### config.mk
export PLATFORM = sky130hd
export DESIGN_NAME = serial_frame_receiver
export DESIGN_NICKNAME = d
export VERILOG_FILES = /design/src/sfr_pkg.sv /design/src/serial_frame_receiver.sv /design/src/sfr_front.sv /design/src/sfr_queue.sv /design/src/sfr_back.sv
export SDC_FILE = /design/constraint.sdc
export NUM_CORES = 1
export LEC_CHECK = 0
export BUFFER_PORTS_ARGS = -buffer_cell sky130_fd_sc_hd__buf_2
export CAP_MARGIN = 20
export CELL_PAD_IN_SITES_DETAIL_PLACEMENT = 0
export CELL_PAD_IN_SITES_GLOBAL_PLACEMENT = 1
export CORE_ASPECT_RATIO = 1.1
export CORE_MARGIN = 4
export CORE_UTILIZATION = 49
export CTS_CLUSTER_DIAMETER = 60
export CTS_CLUSTER_SIZE = 16
export DETAILED_ROUTE_END_ITERATION = 12
export PLACE_DENSITY = 0.85
export SLEW_MARGIN = 25
export SYNTH_ARGS = -nofsm -noshare
export SYNTH_HDL_FRONTEND = slang
export SYNTH_SLANG_ARGS = --single-unit
### constraint.sdc
create_clock -name clk -period 2.9 [get_ports clk]
set_input_delay 0.435 -clock clk [delete_from_list [all_inputs] [get_ports clk]]
set_output_delay 0.435 -clock clk [all_outputs]
set_load 0.1 [all_outputs]
### src/sfr_pkg.sv
// Shared types, constants and helpers for the serial frame receiver.
// No dependencies; every module of the block but sfr_checker imports this package.
package sfr_pkg;

  localparam int FRAME_BUFFER_DEPTH = 64;
  localparam int ADDR_W = $clog2(FRAME_BUFFER_DEPTH);
  // Longest frame that fits both the buffer and a 6-bit position.
  localparam int FRAME_CAP = (FRAME_BUFFER_DEPTH < 64) ? FRAME_BUFFER_DEPTH : 64;

  localparam int QUEUE_DEPTH = 4;
  localparam int QPTR_W = $clog2(QUEUE_DEPTH);
  localparam int QCNT_W = $clog2(QUEUE_DEPTH + 1);

  localparam logic [7:0] FIRST_HEADER_RST = 8'hAA;
  localparam logic [7:0] SECOND_HEADER_RST = 8'hAF;
  localparam logic [8:0] FUNCTION_LIMIT_RST = 9'hF1;
  localparam logic [5:0] LENGTH_LIMIT_RST = 6'd50;

  localparam logic [7:0] REG_FIRST_HEADER = 8'd0;
  localparam logic [7:0] REG_SECOND_HEADER = 8'd1;
  localparam logic [7:0] REG_FUNCTION_LIMIT = 8'd2;
  localparam logic [7:0] REG_LENGTH_LIMIT = 8'd3;

  typedef enum logic [2:0] {
    PH_HUNT,
    PH_HDR1,
    PH_HDR2,
    PH_FUNC,
    PH_PAYLOAD,
    PH_TRAILER
  } phase_t;

  typedef enum logic {
    OP_STORE,
    OP_FLUSH
  } op_kind_t;

  typedef struct packed {
    op_kind_t   kind;
    logic [5:0] pos;
    logic [7:0] data;
    logic [6:0] total;
  } op_t;

  typedef enum logic [1:0] {
    BK_IDLE,
    BK_READ,
    BK_SEND
  } back_state_t;

  function automatic logic [ADDR_W-1:0] to_addr(input logic [5:0] pos);
    return ADDR_W'(pos);
  endfunction

endpackage

### src/serial_frame_receiver.sv
// Serial frame receiver top level: parser front end, command queue, readout back end.
// Depends on sfr_pkg, sfr_front, sfr_queue and sfr_back.
//
// Takes one received byte per transfer on rx_byte and hunts for frames made of two
// header bytes, a function byte below function_limit, a length byte L below
// length_limit, L payload bytes and a trailing byte. Each byte of a frame in
// progress is kept in the frame buffer; when the trailing byte lands, the frame's
// L + 5 bytes come out in order on frame_byte, with their position, the frame
// total and last_byte set on the final one. A byte that breaks the pattern sends
// the parser back to hunting and is dropped; after a length of zero the next byte
// is dropped and the parser hunts again. Input bytes are taken at one per cycle
// while the four-entry command queue has room; for each frame byte the readout
// goes through a memory read state and then an output transfer state, and while it runs
// the queue fills and the input stalls. Configuration writes take effect at once
// (cfg_ready is always high) and belong to idle periods. The frame buffer starts
// undefined and needs no clearing pass: every byte read out was written in the
// same frame.
module serial_frame_receiver import sfr_pkg::*; (
  input  logic       clk,
  input  logic       rst,
  input  logic       in_valid,
  output logic       in_ready,
  input  logic [7:0] rx_byte,
  output logic       out_valid,
  input  logic       out_ready,
  output logic [7:0] frame_byte,
  output logic [5:0] byte_position,
  output logic [6:0] frame_total,
  output logic       last_byte,
  input  logic       cfg_valid,
  output logic       cfg_ready,
  input  logic [7:0] cfg_index,
  input  logic [8:0] cfg_data
);

  // commands from parser to readout
  logic q_full;
  logic q_push;
  op_t  q_push_op;
  logic q_pop;
  logic q_head_valid;
  op_t  q_head_op;

  // classify bytes and issue store / flush commands
  sfr_front u_front (
    .clk       (clk),
    .rst       (rst),
    .in_valid  (in_valid),
    .in_ready  (in_ready),
    .rx_byte   (rx_byte),
    .cfg_valid (cfg_valid),
    .cfg_ready (cfg_ready),
    .cfg_index (cfg_index),
    .cfg_data  (cfg_data),
    .q_full    (q_full),
    .push      (q_push),
    .push_op   (q_push_op)
  );

  // decouple the parser from a readout in progress
  sfr_queue u_queue (
    .clk        (clk),
    .rst        (rst),
    .push       (q_push),
    .push_op    (q_push_op),
    .full       (q_full),
    .pop        (q_pop),
    .head_valid (q_head_valid),
    .head_op    (q_head_op)
  );

  // write the buffer in order and replay completed frames
  sfr_back u_back (
    .clk           (clk),
    .rst           (rst),
    .op_valid      (q_head_valid),
    .op            (q_head_op),
    .op_pop        (q_pop),
    .out_valid     (out_valid),
    .out_ready     (out_ready),
    .frame_byte    (frame_byte),
    .byte_position (byte_position),
    .frame_total   (frame_total),
    .last_byte     (last_byte)
  );

endmodule

### src/sfr_front.sv
// Front end: configuration registers and the frame parser.
// Depends on sfr_pkg; emits store and flush commands toward the queue.
module sfr_front import sfr_pkg::*; (
  input  logic       clk,
  input  logic       rst,
  input  logic       in_valid,
  output logic       in_ready,
  input  logic [7:0] rx_byte,
  input  logic       cfg_valid,
  output logic       cfg_ready,
  input  logic [7:0] cfg_index,
  input  logic [8:0] cfg_data,
  input  logic       q_full,
  output logic       push,
  output op_t        push_op
);

  logic [7:0] first_header;
  logic [7:0] second_header;
  logic [8:0] function_limit;
  logic [5:0] length_limit;

  phase_t     phase, phase_next;
  logic [5:0] rem, rem_next;
  logic [5:0] cnt, cnt_next;
  logic       len_ok;

  assign in_ready  = !q_full;
  assign cfg_ready = 1'b1;

  always_ff @(posedge clk) begin
    if (rst) begin
      first_header   <= FIRST_HEADER_RST;
      second_header  <= SECOND_HEADER_RST;
      function_limit <= FUNCTION_LIMIT_RST;
      length_limit   <= LENGTH_LIMIT_RST;
    end else if (cfg_valid && cfg_ready) begin
      case (cfg_index)
        REG_FIRST_HEADER:   first_header   <= cfg_data[7:0];
        REG_SECOND_HEADER:  second_header  <= cfg_data[7:0];
        REG_FUNCTION_LIMIT: function_limit <= cfg_data;
        REG_LENGTH_LIMIT:   length_limit   <= cfg_data[5:0];
        default: ;
      endcase
    end
  end

  always_ff @(posedge clk) begin
    if (rst) begin
      phase <= PH_HUNT;
      rem   <= '0;
      cnt   <= '0;
    end else begin
      phase <= phase_next;
      rem   <= rem_next;
      cnt   <= cnt_next;
    end
  end

  assign len_ok = ({1'b0, rx_byte} < {3'b000, length_limit})
               && (({1'b0, rx_byte} + 9'd5) <= 9'(FRAME_CAP));

  always_comb begin
    phase_next    = phase;
    rem_next      = rem;
    cnt_next      = cnt;
    push          = 1'b0;
    push_op.kind  = OP_STORE;
    push_op.pos   = '0;
    push_op.data  = rx_byte;
    push_op.total = '0;
    if (in_valid && in_ready) begin
      phase_next = PH_HUNT;
      case (phase)
        PH_HUNT: begin
          if (rx_byte == first_header) begin
            phase_next  = PH_HDR1;
            push        = 1'b1;
            push_op.pos = 6'd0;
          end
        end
        PH_HDR1: begin
          if (rx_byte == second_header) begin
            phase_next  = PH_HDR2;
            push        = 1'b1;
            push_op.pos = 6'd1;
          end
        end
        PH_HDR2: begin
          if ({1'b0, rx_byte} < function_limit) begin
            phase_next  = PH_FUNC;
            push        = 1'b1;
            push_op.pos = 6'd2;
          end
        end
        PH_FUNC: begin
          if (len_ok) begin
            phase_next  = PH_PAYLOAD;
            push        = 1'b1;
            push_op.pos = 6'd3;
            rem_next    = rx_byte[5:0];
            cnt_next    = '0;
          end
        end
        PH_PAYLOAD: begin
          // zero length drops back to hunting with the byte discarded
          if (rem != 6'd0) begin
            push        = 1'b1;
            push_op.pos = cnt + 6'd4;
            rem_next    = rem - 6'd1;
            cnt_next    = cnt + 6'd1;
            phase_next  = (rem == 6'd1) ? PH_TRAILER : PH_PAYLOAD;
          end
        end
        PH_TRAILER: begin
          push          = 1'b1;
          push_op.kind  = OP_FLUSH;
          push_op.pos   = cnt + 6'd4;
          push_op.total = {1'b0, cnt} + 7'd5;
        end
        default: ;
      endcase
    end
  end

endmodule

### src/sfr_queue.sv
// Short command queue between parser and frame readout.
// Depends on sfr_pkg for the command type and depth.
module sfr_queue import sfr_pkg::*; (
  input  logic clk,
  input  logic rst,
  input  logic push,
  input  op_t  push_op,
  output logic full,
  input  logic pop,
  output logic head_valid,
  output op_t  head_op
);

  op_t               entries [QUEUE_DEPTH];
  logic [QPTR_W-1:0] wr_ptr;
  logic [QPTR_W-1:0] rd_ptr;
  logic [QCNT_W-1:0] count;

  assign full       = (count == QCNT_W'(QUEUE_DEPTH));
  assign head_valid = (count != '0);
  assign head_op    = entries[rd_ptr];

  always_ff @(posedge clk) begin
    if (push) entries[wr_ptr] <= push_op;
  end

  always_ff @(posedge clk) begin
    if (rst) begin
      wr_ptr <= '0;
      rd_ptr <= '0;
      count  <= '0;
    end else begin
      if (push) wr_ptr <= wr_ptr + 1'b1;
      if (pop) rd_ptr <= rd_ptr + 1'b1;
      case ({push, pop})
        2'b10:   count <= count + 1'b1;
        2'b01:   count <= count - 1'b1;
        default: ;
      endcase
    end
  end

endmodule

### src/sfr_back.sv
// Back end: frame buffer memory, store execution and frame readout.
// Depends on sfr_pkg; consumes commands from sfr_queue.
module sfr_back import sfr_pkg::*; (
  input  logic       clk,
  input  logic       rst,
  input  logic       op_valid,
  input  op_t        op,
  output logic       op_pop,
  output logic       out_valid,
  input  logic       out_ready,
  output logic [7:0] frame_byte,
  output logic [5:0] byte_position,
  output logic [6:0] frame_total,
  output logic       last_byte
);

  logic [7:0]  mem [FRAME_BUFFER_DEPTH];
  logic [7:0]  mem_q;
  logic        mem_we;

  back_state_t state, state_next;
  logic [5:0]  idx, idx_next;
  logic [6:0]  total, total_next;
  logic        last;

  always_ff @(posedge clk) begin
    if (mem_we) mem[to_addr(op.pos)] <= op.data;
    mem_q <= mem[to_addr(idx)];
  end

  always_ff @(posedge clk) begin
    if (rst) begin
      state <= BK_IDLE;
    end else begin
      state <= state_next;
    end
    idx   <= idx_next;
    total <= total_next;
  end

  assign last = (({1'b0, idx} + 7'd1) == total);

  always_comb begin
    state_next = state;
    idx_next   = idx;
    total_next = total;
    op_pop     = 1'b0;
    mem_we     = 1'b0;
    out_valid  = 1'b0;
    case (state)
      BK_IDLE: begin
        if (op_valid) begin
          op_pop = 1'b1;
          mem_we = 1'b1;
          if (op.kind == OP_FLUSH) begin
            idx_next   = '0;
            total_next = op.total;
            state_next = BK_READ;
          end
        end
      end
      BK_READ: state_next = BK_SEND;
      BK_SEND: begin
        out_valid = 1'b1;
        if (out_ready) begin
          if (last) begin
            state_next = BK_IDLE;
          end else begin
            idx_next   = idx + 6'd1;
            state_next = BK_READ;
          end
        end
      end
      default: state_next = BK_IDLE;
    endcase
  end

  assign frame_byte    = mem_q;
  assign byte_position = idx;
  assign frame_total   = total;
  assign last_byte     = last;

endmodule

==> metrics.md, run 1 <==
| Metric | Value |
|---|---|
| Hpwl dp | `35,300 µm` |
| Nets | `1,673` |
| Capturing point of the worst reg2reg path | `u_queue.count[2]$_SDFFE_PP0P_` |
| WHS Endpoint | `u_front.first_header[7]$_SDFFE_PP1P_` |
| Worst reg2reg setup slack | `0.12 ns` |
| Detailed Route WL | `57,800 µm` |
| Power per cell area | `662 mW/mm²` |
| LEAKAGE | `9.93 nW` |
| Clock sink count | `678` |
| CP Launch Type | `flip-flop` |
| Clock transition at the registers of the reported paths | `0.07 ns` |
| Hold Path Depth | `2` |
| Final Hold Fails | `0` |
| Area growth, synth to finish | `14.0%` |
| # diodes | `0` |
| Worst-Margin Slew | `0.776 ns` |
| Wire per inst | `24.2 µm` |
| Avg Cell Area, Syn | `18.8 µm²` |
| Critical path class | `flip-flop to primary output` |
| Vias in the first global route | `14,200` |
| Placer Congestion | `0.848` |
| Max_cap viols | `0` |
| Htree depth | `2` |
| Via count | `13,900` |
| Seq/Total Area, Yosys | `72.9%` |
| Core footprint | `0.0547 mm²` |
| Post-DP Area | `0.0291 mm²` |
| Max_slew headroom | `48.3%` |
| Non-Filler Instances | `2,390` |
| Synth Register Bits | `678` |
| Unrepaired setup endpoints after global routing | `true` |
| Placed insts | `2,296` |
| CTS Buf Count | `50` |
| Most common flop cell mapped by yosys | `edfxtp_1` |
| Ranking of synthesized cells by area | `edfxtp_1 (68%), mux4_2 (14%), dfxtp_1 (4.8%), nor2_1 (2.2%), ha_1 (1.1%)` |
| Reg area | `0.0197 mm²` |
| Clock Skew | `0.0244 ns` |
| Worst r2r src | `u_front.length_limit[2]$_SDFFE_PP0P_` |
| Synth top cells by count | `edfxtp_1 (613), mux4_2 (174), nor2_1 (156)` |
| Root buf cell | `clkbuf_16` |
| Deepest clock path buffer count | `3` |
| DRC | `0` |
| Die Ht | `254 µm` |
| Count of input and output buffers | `53` |
| Final instance area | `0.0308 mm²` |
| Syn_nets | `1,494` |
| Worst-skew pair later-pin latency | `0.62 ns` |
| Die Span X | `232 µm` |
| Routed vias/inst | `5.80` |
| Global-route wire length before repair | `88,500 µm` |
| Tcrit/Tclk final | `98.1%` |
| Post-cts hold buffer count | `0` |
| CTS tree | `done` |
| Overall Global Routing Usage | `19.9%` |
| CP max FO | `3` |
| VDD IR max | `529 µV` |
| Syn Inst Count | `1,440` |
| HP Class | `primary input to flip-flop` |
| DR pass1 iterations | `5` |
| Critical Path RT | `2.47 ns` |
| Synth warnings | `0` |
| Final Util | `56.3%` |
| Post-route setup slack | `0.0555 ns` |
| Number of DRC markers in iteration 0 | `1,354` |
| Fillcell total | `4,128` |
| Most common cell in the netlist | `edfxtp_1` |
| Power, Total | `20.4 mW` |
| FP Rows | `90` |
| Largest net degree at the start of global routing | `65` |
| Fmax | `352 MHz` |
| Post-route ant nets | `0` |
| Hold Crit Start | `cfg_data[7]` |
| Initial Util | `49.4%` |
| Max Transition Viols Final | `0` |
| I/O pins | `55` |
| Netlist cell types | `59` |
| Multi-input gate area | `0.00695 mm²` |
| Post-synth top area share | `68.1%` |
| Asr flop ratio synth | `0%` |
| Status | `complete, no violations` |
| CP Data Arrival Time | `2.41 ns` |
| Min cycle time layout | `2.84 ns` |
| Post-synth EDFFs | `613` |
| CP Capture Type | `primary output` |
| Final setup viols | `0` |
| Worst Setup SP | `u_back.byte_position[1]$_SDFFCE_PN0P_` |
| Pre-CTS setup slack | `-0.106 ns` |
| Grt total ovfl | `0` |
| Share of layout cells above drive strength 1 | `27.4%` |
| DIE AREA | `0.0590 mm²` |
| Worst reg-to-reg path cell count | `14` |
| Synth Cell Area | `0.0270 mm²` |
| Yosys top cell by area | `edfxtp_1` |
| Initial antenna violation count | `0` |
==> kinds of logic (layout without fill, tap and decap cells) <==
| logic type | count (synthesis) | after routing | share of synthesized area [%] |
|---|---|---|---|
| buffers and inverters | 104 | 318 | 1.71 |
| xor gates and xnor gates | 37 | 37 | 1.25 |
| AOI/OAI and AO/OA | 99 | 99 | 2.48 |
| muxes | 200 | 200 | 15.5 |
| and+or+nand+nor | 297 | 297 | 5.02 |
| adders and majority gates | 24 | 24 | 1.14 |
| DFF | 678 | 678 | 72.9 |
| other | 1 | 1 | 0.0139 |
==> state kept, by name, summed over array words and instances, names as in the netlist, 3 cells and up, named ones only <==
register	cells
u_queue.entries	88
u_front.function_limit	9
u_front.second_header	8
u_front.first_header	8
u_back.mem	512
u_queue.count	3
u_front.length_limit	6
u_back.frame_byte	8
u_back.frame_total	7
u_front.rem	6
u_back.byte_position	6
u_front.cnt	6
u_front.phase	3
==> stage by stage <==
step	setup TNS (ns)	hold slack [ns]
6_report	0	0.0695
3_3_place_gp	0	0.445
3_5_place_dp	-0.106	0.452
5_1_grt	-0.176	0.0561
2_1_floorplan	-0.120	0.427
4_1_cts	-0.0102	0.0406
==> per-layer routing <==
metal | global-route usage (%) | share of wire [%] | vias up
li1 | - | - | 6063
met1 | 26.7 | 39 | 7154
met2 | 33.2 | 50 | 559
met3 | 4.96 | 7.9 | 89
met4 | 4.99 | 2.6 | 0
met5 | 0 | 0 | -
==> worst max-delay path, cell delays in order, from the launching register on <==
cell        delay (ns)
edfxtp_1          0.48
ha_4              0.23
nand3_1           0.13
xor2_1            0.23
xor2_1            0.17
nand4_1           0.23
clkinvlp_4        0.16
buf_12            0.17
==> worst max path at each step <==
stage / cells past startpoint / to / slack (ns)
CTS: 8 / last_byte / -0.01
detailed placement: 14 / u_queue.count[2]$_SDFFE_PP0P_ / -0.11
global route: 14 / u_queue.count[2]$_SDFFE_PP0P_ / -0.1
global placement: 14 / u_queue.count[2]$_SDFFE_PP0P_ / 0.003
finish: 7 / last_byte / 0.06
floorplan: 9 / last_byte / -0.12
==> report_power, final <==
part / internal (mW) / leakage (nW) / switching, mW / total (mW)
sequential: 10.9 / 6.09 / 0.0622 / 11.0
combinational: 0.836 / 3.11 / 1.82 / 2.65
clock: 3.48 / 0.735 / 3.25 / 6.73
total: 15.3 / 9.93 / 5.13 / 20.4
==> cell type report <==
cell class,instances,share of cell area [%]
Clock buffer,78,4.47
Clock inverter,9,0.504
Sequential cell,678,64.0
Tap cell,736,2.99
Multi-Input combinational cell,658,22.6
Timing Repair Buffer,194,5.01
Inverter,37,0.463
==> layout by cell type (no fill, tap or decap), types with 12 or more instances in the layout <==
master,count
nor2_1,155
inv_1,33
clkbuf_1,26
buf_12,13
a211o_1,19
dfxtp_1,65
ha_1,22
nand2b_1,14
a21oi_1,31
nand3_1,12
xor2_1,25
clkbuf_16,50
buf_4,126
nor3_1,21
buf_2,52
mux2i_1,25
mux4_2,174
edfxtp_1,613
nand2_1,42
==> timing repair <==
| action | in CTS | in global routing |
|---|---|---|
| endpoints found under the setup margin | 1 | 3 |
| gates cloned | 2 | 0 |
| gates resized for setup | 5 | 5 |
| pin swaps | 4 | 9 |
| setup buffers | 3 | 3 |
Note: power is estimated with default switching activity, not from simulation.
==> inputs of run 2 (changes only) <==
CORE_MARGIN = 1.5   (was 4)
==> metrics.md, run 2 (synthesized netlist as in run 1, its figures left out) <==
| Metric | Value |
|---|---|
| Status | `complete, no violations` |
| FP Rows | `90 (unchanged)` |
| DRC | `0 (unchanged)` |
| Final Util | `56.4% (+0.16 points)` |
| Most common cell after layout, fill and taps aside | `edfxtp_1` |
| Nets | `1,684 (+0.66%)` |
| Grt total ovfl | `0 (unchanged)` |
| HP Class | `primary input to flip-flop` |
| Share of layout cells above drive strength 1 | `28.3% (+0.86 points)` |
| Post-DP Area | `0.0292 mm² (+0.19%)` |
| Number of DRC markers in iteration 0 | `1,304 (-3.7%)` |
| Die Span X | `227 µm (-2.2%)` |
| Initial Util | `49.4% (unchanged)` |
| Unrepaired setup endpoints after global routing | `true` |
| Post-route setup slack | `0.0123 ns (-0.0432 ns)` |
| Post-cts hold buffer count | `0 (unchanged)` |
| Worst reg2reg setup slack | `0.14 ns (+0.02 ns)` |
| Final instance area | `0.0309 mm² (+0.28%)` |
| CP Launch Type | `flip-flop` |
| Via count | `13,700 (-1.0%)` |
| Multi-input gate area | `0.00697 mm² (+0.20%)` |
| WHS Endpoint | `u_front.function_limit[8]$_SDFFE_PP0P_` |
| Placer Congestion | `0.808 (-4.7%)` |
| Detailed Route WL | `57,000 µm (-1.2%)` |
| Max_slew headroom | `49.1% (+0.89 points)` |
| Clock sink count | `678 (unchanged)` |
| Initial antenna violation count | `1 (+1)` |
| Final setup viols | `0 (unchanged)` |
| Post-route ant nets | `0 (unchanged)` |
| Tcrit/Tclk final | `99.6% (+1.5 points)` |
| Critical Path RT | `2.47 ns (about the same)` |
| Largest net degree at the start of global routing | `65 (unchanged)` |
| Crit path buf inv count | `3 (+1)` |
| Capturing point of the worst reg2reg path | `u_back.frame_byte[5]$_DFF_P_` |
| CP max stage cell | `edfxtp_1` |
| Deepest clock path buffer count | `3 (unchanged)` |
| Hold Path Depth | `3 (+1)` |
| Clock transition at the registers of the reported paths | `0.07 ns (about the same)` |
| Reg with most FFs | `u_back.mem` |
| Min cycle time layout | `2.89 ns (+0.0432 ns)` |
| Wire per inst | `23.8 µm (-1.5%)` |
| Reg area | `0.0197 mm² (unchanged)` |
| Vias in the first global route | `14,000 (-1.1%)` |
| DIE AREA | `0.0566 mm² (-4.1%)` |
| CTS Buf Count | `51 (+2.0%)` |
| Core footprint | `0.0547 mm² (unchanged)` |
| Fmax | `346 MHz (-1.5%)` |
| Htree depth | `2 (unchanged)` |
| Area growth, synth to finish | `14.3%` |
| Pre-CTS setup slack | `-0.107 ns (-0.00147 ns)` |
| Critical path class | `flip-flop to primary output` |
| Root buf cell | `clkbuf_16` |
| I/O pins | `55 (unchanged)` |
| Worst r2r src | `u_back.byte_position[0]$_SDFFCE_PN0P_` |
| VDD IR max | `493 µV (-6.8%)` |
| Hpwl dp | `34,400 µm (-2.6%)` |
| Count of input and output buffers | `53 (unchanged)` |
| # diodes | `0 (unchanged)` |
| Hold Crit Start | `cfg_data[8]` |
| Worst reg-to-reg path cell count | `7 (-7)` |
| Die Ht | `249 µm (-2.0%)` |
| Max reg flops | `512 (unchanged)` |
| Overall Global Routing Usage | `20.4% (+0.55 points)` |
| LEAKAGE | `9.99 nW (+0.53%)` |
| Critical path cell sequence | `buf_12, ha_4, nand3_1, xor2_1, xor2_1, nand4_1, clkinvlp_4, buf_12` |
| Fillcell total | `4,099 (-0.70%)` |
| Power, Total | `20.4 mW (about the same)` |
| Max Transition Viols Final | `0 (unchanged)` |
| Worst-skew pair later-pin latency | `0.62 ns (about the same)` |
| Routed vias/inst | `5.73 (-1.3%)` |
| CP Capture Type | `primary output` |
| CTS tree | `done` |
| Worst-Margin Slew | `0.763 ns (-0.0134 ns)` |
| Delay-heaviest family, CP | `buffers and inverters` |
| Clock Skew | `0.0335 ns (+0.00911 ns)` |
| Global-route wire length before repair | `85,600 µm (-3.3%)` |
| Power per cell area | `660 mW/mm² (-0.28%)` |
| CP max FO | `4 (+1)` |
| Commonest non-fill, non-tap cells in the layout | `edfxtp_1 (613), mux4_2 (174), nor2_1 (155)` |
| Max_cap viols | `0 (unchanged)` |
| Setup TNS | `0 ns (unchanged)` |
| Largest regs | `u_back.mem: 512 flops, u_queue.entries: 88 flops, u_front.function_limit: 9 flops` |
| Final Hold Fails | `0 (unchanged)` |
| CP Data Arrival Time | `2.45 ns (+0.04 ns)` |
| Crit-path max cell delay | `0.41 ns (-0.07 ns)` |
| DR pass1 iterations | `5 (unchanged)` |
## run 2: changes by cell type in the layout (fill, tap and decap cells not counted), moves of 2 or more
cell and change:
clkbuf_1 -5, inv_8 +2, clkbuf_16 +2, buf_12 -2
buf_4 +9, a31oi_2 +2
## run 2: how the worst max path moves through the flow
stage / start / to / slack [ns] / cells after the start
after detailed placement: rx_byte[5] / u_queue.count[2]$_SDFFE_PP0P_ / -0.11 / 14
after global routing: u_back.byte_position[0]$_SDFFCE_PN0P_ / last_byte / -0.08 / 8
after global placement: rx_byte[5] / u_queue.count[2]$_SDFFE_PP0P_ / -0.03 / 14
final: u_back.byte_position[0]$_SDFFCE_PN0P_ / last_byte / 0.01 / 8
after CTS: u_back.byte_position[0]$_SDFFCE_PN0P_ / last_byte / -0.04 / 8
after floorplan: u_back.byte_position[0]$_SDFFCE_PN0P_ / last_byte / -0.12 / 9
## run 2: tightest hold or removal path: cells and delay by family
family,cells,cell delay (ns)
buf+inv,1,0.07
mux,1,0.05
simple gates,1,0.08
## run 2: metrics by stage
step | instances | hold WS, ns
6_report | 2396 | 0.0605
3_5_place_dp | 2305 | 0.451
3_3_place_gp | 2305 | 0.446
5_1_grt | 2396 | 0.0518
4_1_cts | 2394 | 0.0287
2_1_floorplan | 1440 | 0.427
## run 2: layout make-up
type	count	area share [%]
inverters	37	0.462
flip-flops and latches	678	63.8
clock buffers	73	4.43
clock inverters	10	0.462
well taps	736	2.98
repair buffers	204	5.29
multi-input cells	658	22.6
## run 2: report_power, final
part           switching (mW)  total [mW]  internal (mW)
clock network            3.30        6.72           3.42
logic                    1.81        2.67          0.854
registers              0.0653        11.0           10.9
## run 2: what timing repair did
item,CTS,global route
setup endpoints to repair,2,3
pin swaps,5,3
endpoints found under the hold margin,0,0
cloned,2,1
setup buffers,4,1
gates resized for setup,6,11
## run 2: routing by layer
metal  part of all wire (%)  vias up  wire length, µm  global-route usage (%)
met5                      0        -                0                       0
met4                    3.0        0             1730                    7.07
met3                    6.6       94             3790                    3.51
li1                       -     6088                -                       -
met2                     50      469            28600                    33.8
met1                     40     7073            22900                    27.4
==> inputs of run 3 (changes only) <==
CORE_UTILIZATION = 41   (was 49)
PLACE_DENSITY = 0.75   (was 0.85)
SKIP_LAST_GASP = 1   (was unset)
==> metrics.md, run 3 (synthesized netlist as in run 1, its figures left out) <==
| Metric | Value |
|---|---|
| Root buf cell | `clkbuf_16` |
| Tcrit/Tclk final | `99.0% (-0.59 points)` |
| Critical Path RT | `2.47 ns (about the same)` |
| Largest net degree at the start of global routing | `65 (unchanged)` |
| Final Hold Fails | `0 (unchanged)` |
| Power per cell area | `657 mW/mm² (-0.44%)` |
| I/O pins | `55 (unchanged)` |
| Clock transition at the registers of the reported paths | `0.07 ns (about the same)` |
| Post-cts hold buffer count | `0 (unchanged)` |
| Post-route ant nets | `0 (unchanged)` |
| Share of layout cells above drive strength 1 | `27.5% (-0.78 points)` |
| Worst Setup SP | `u_back.byte_position[0]$_SDFFCE_PN0P_` |
| Critical path class | `flip-flop to primary output` |
| Min cycle time layout | `2.87 ns (-0.0171 ns)` |
| Vias in the first global route | `14,000 (-0.32%)` |
| HP Class | `primary input to flip-flop` |
| Nets | `1,677 (-0.42%)` |
| Max_cap viols | `0 (unchanged)` |
| Most common cell after layout, fill and taps aside | `edfxtp_1` |
| Grt total ovfl | `0 (unchanged)` |
| Initial Util | `41.5% (-7.9 points)` |
| Worst-Margin Slew | `0.833 ns (+0.0706 ns)` |
| Pre-CTS setup slack | `-0.119 ns (-0.0116 ns)` |
| Initial antenna violation count | `0 (-1)` |
| Die Ht | `272 µm (+9.2%)` |
| Placer Congestion | `0.882 (+9.1%)` |
| FP Rows | `98 (+8.9%)` |
| Fmax | `348 MHz (+0.59%)` |
| Deepest clock path buffer count | `3 (unchanged)` |
| CTS tree | `done` |
| Post-route setup slack | `0.0293 ns (+0.0171 ns)` |
| # diodes | `0 (unchanged)` |
| VDD IR max | `443 µV (-10%)` |
| DIE AREA | `0.0675 mm² (+19%)` |
| LEAKAGE | `9.94 nW (-0.46%)` |
| Final setup viols | `0 (unchanged)` |
| Clock Skew | `0.0415 ns (+0.00804 ns)` |
| Failing checks | `design-rule violations` |
| Via count | `13,800 (+0.36%)` |
| CP Launch Type | `flip-flop` |
| Htree depth | `2 (unchanged)` |
| Area growth, synth to finish | `14.7%` |
| Routed vias/inst | `5.49 (-4.2%)` |
| Max_slew headroom | `44.2% (-4.9 points)` |
| Global-route wire length before repair | `87,700 µm (+2.4%)` |
| Reg with most FFs | `u_back.mem` |
| Core footprint | `0.0651 mm² (+19%)` |
| Worst-skew pair later-pin latency | `0.62 ns (about the same)` |
| Hpwl dp | `36,400 µm (+5.9%)` |
| Largest regs | `u_back.mem: 512 flops, u_queue.entries: 88 flops, u_front.function_limit: 9 flops` |
| Count of input and output buffers | `53 (unchanged)` |
| DRC | `2 (+2)` |
| Die Span X | `248 µm (+9.2%)` |
| Setup TNS | `0 ns (unchanged)` |
| CP Capture Type | `primary output` |
| Commonest non-fill, non-tap cells in the layout | `edfxtp_1 (613), mux4_2 (174), nor2_1 (155)` |
| Worst r2r src | `u_back.byte_position[0]$_SDFFCE_PN0P_` |
| Clock sink count | `678 (unchanged)` |
| CTS Buf Count | `50 (-2.0%)` |
| Hold Crit Start | `cfg_data[5]` |
| Max Transition Viols Final | `0 (unchanged)` |
| DR pass1 iterations | `9 (+4)` |
| Wire per inst | `23.2 µm (-2.5%)` |
| Unrepaired setup endpoints after global routing | `true` |
| CP Data Arrival Time | `2.44 ns (about the same)` |
| Number of DRC markers in iteration 0 | `1,105 (-15%)` |
| CP max FO | `2 (-2)` |
| Max reg flops | `512 (unchanged)` |
| Status | `finished, violations left` |
| Overall Global Routing Usage | `17.4% (-3.0 points)` |
| Detailed Route WL | `58,300 µm (+2.1%)` |
-- run 3: final timing paths --
| path | endpoint | slack [ns] | depth (start not counted) |
|---|---|---|---|
| worst max register to register | u_back.frame_byte[5]$_DFF_P_ | 0.10 | 9 |
| worst min register to register | u_front.length_limit[1]$_SDFFE_PP1P_ | 0.47 | 1 |
| worst max-delay path | last_byte | 0.03 | 9 |
| worst min-delay path | u_front.first_header[5]$_SDFFE_PP1P_ | 0.04 | 2 |
-- run 3: area by class of cell --
cell class	count	area (µm²)
Inverter	37	143
Sequential cell	678	19700
Multi-Input combinational cell	658	6930
Timing Repair Buffer	198	1630
Tap cell	850	1060
Fill cell	5364	34100
Clock inverter	9	129
Clock buffer	80	1380
-- run 3: per-stage QoR --
step | area (µm²) | total power, mW | cells | util, % | hold slack (ns)
after detailed placement | 29300 | 13.9 | 2411 | 45.0 | 0.452
after floorplan | 27100 | 13.1 | 1440 | - | 0.427
final | 31000 | 20.4 | 2510 | 47.6 | 0.0400
after global routing | 31000 | 21.0 | 2510 | 47.6 | 0.0236
after CTS | 30900 | 20.6 | 2508 | 47.5 | 0.00229
after global placement | 29300 | 13.8 | 2411 | 45.0 | 0.446
-- run 3: power by group --
| group | internal [mW] | switching, mW |
|---|---|---|
| sequential | 10.9 | 0.0737 |
| combinational | 0.867 | 1.81 |
| clock | 3.40 | 3.28 |
| total | 15.2 | 5.16 |
-- run 3: critical path, stage by stage, from the launching register on --
cell and delay, ns:
edfxtp_1 0.43, buf_12 0.16, ha_4 0.16, xnor2_2 0.14
xnor2_1 0.14, nor4b_2 0.27, nand4_1 0.14, buf_6 0.15
clkinvlp_4 0.07, buf_12 0.16
-- run 3: what timing repair did --
action                     4_1_cts  5_1_grt
setup endpoints to repair        1        4
pin swaps                        5        2
cloned                           1        1
setup buffers                    7        1
resized for setup                4        6
-- run 3: metal layers --
| layer | vias to the layer above | global-route usage (%) | wire (µm) |
|---|---|---|---|
| met5 | - | 0 | 0 |
| met4 | 0 | 4.74 | 1460 |
| met3 | 92 | 2.59 | 3330 |
| met2 | 420 | 29.2 | 29400 |
| met1 | 7183 | 23.7 | 24000 |
| li1 | 6079 | - | - |
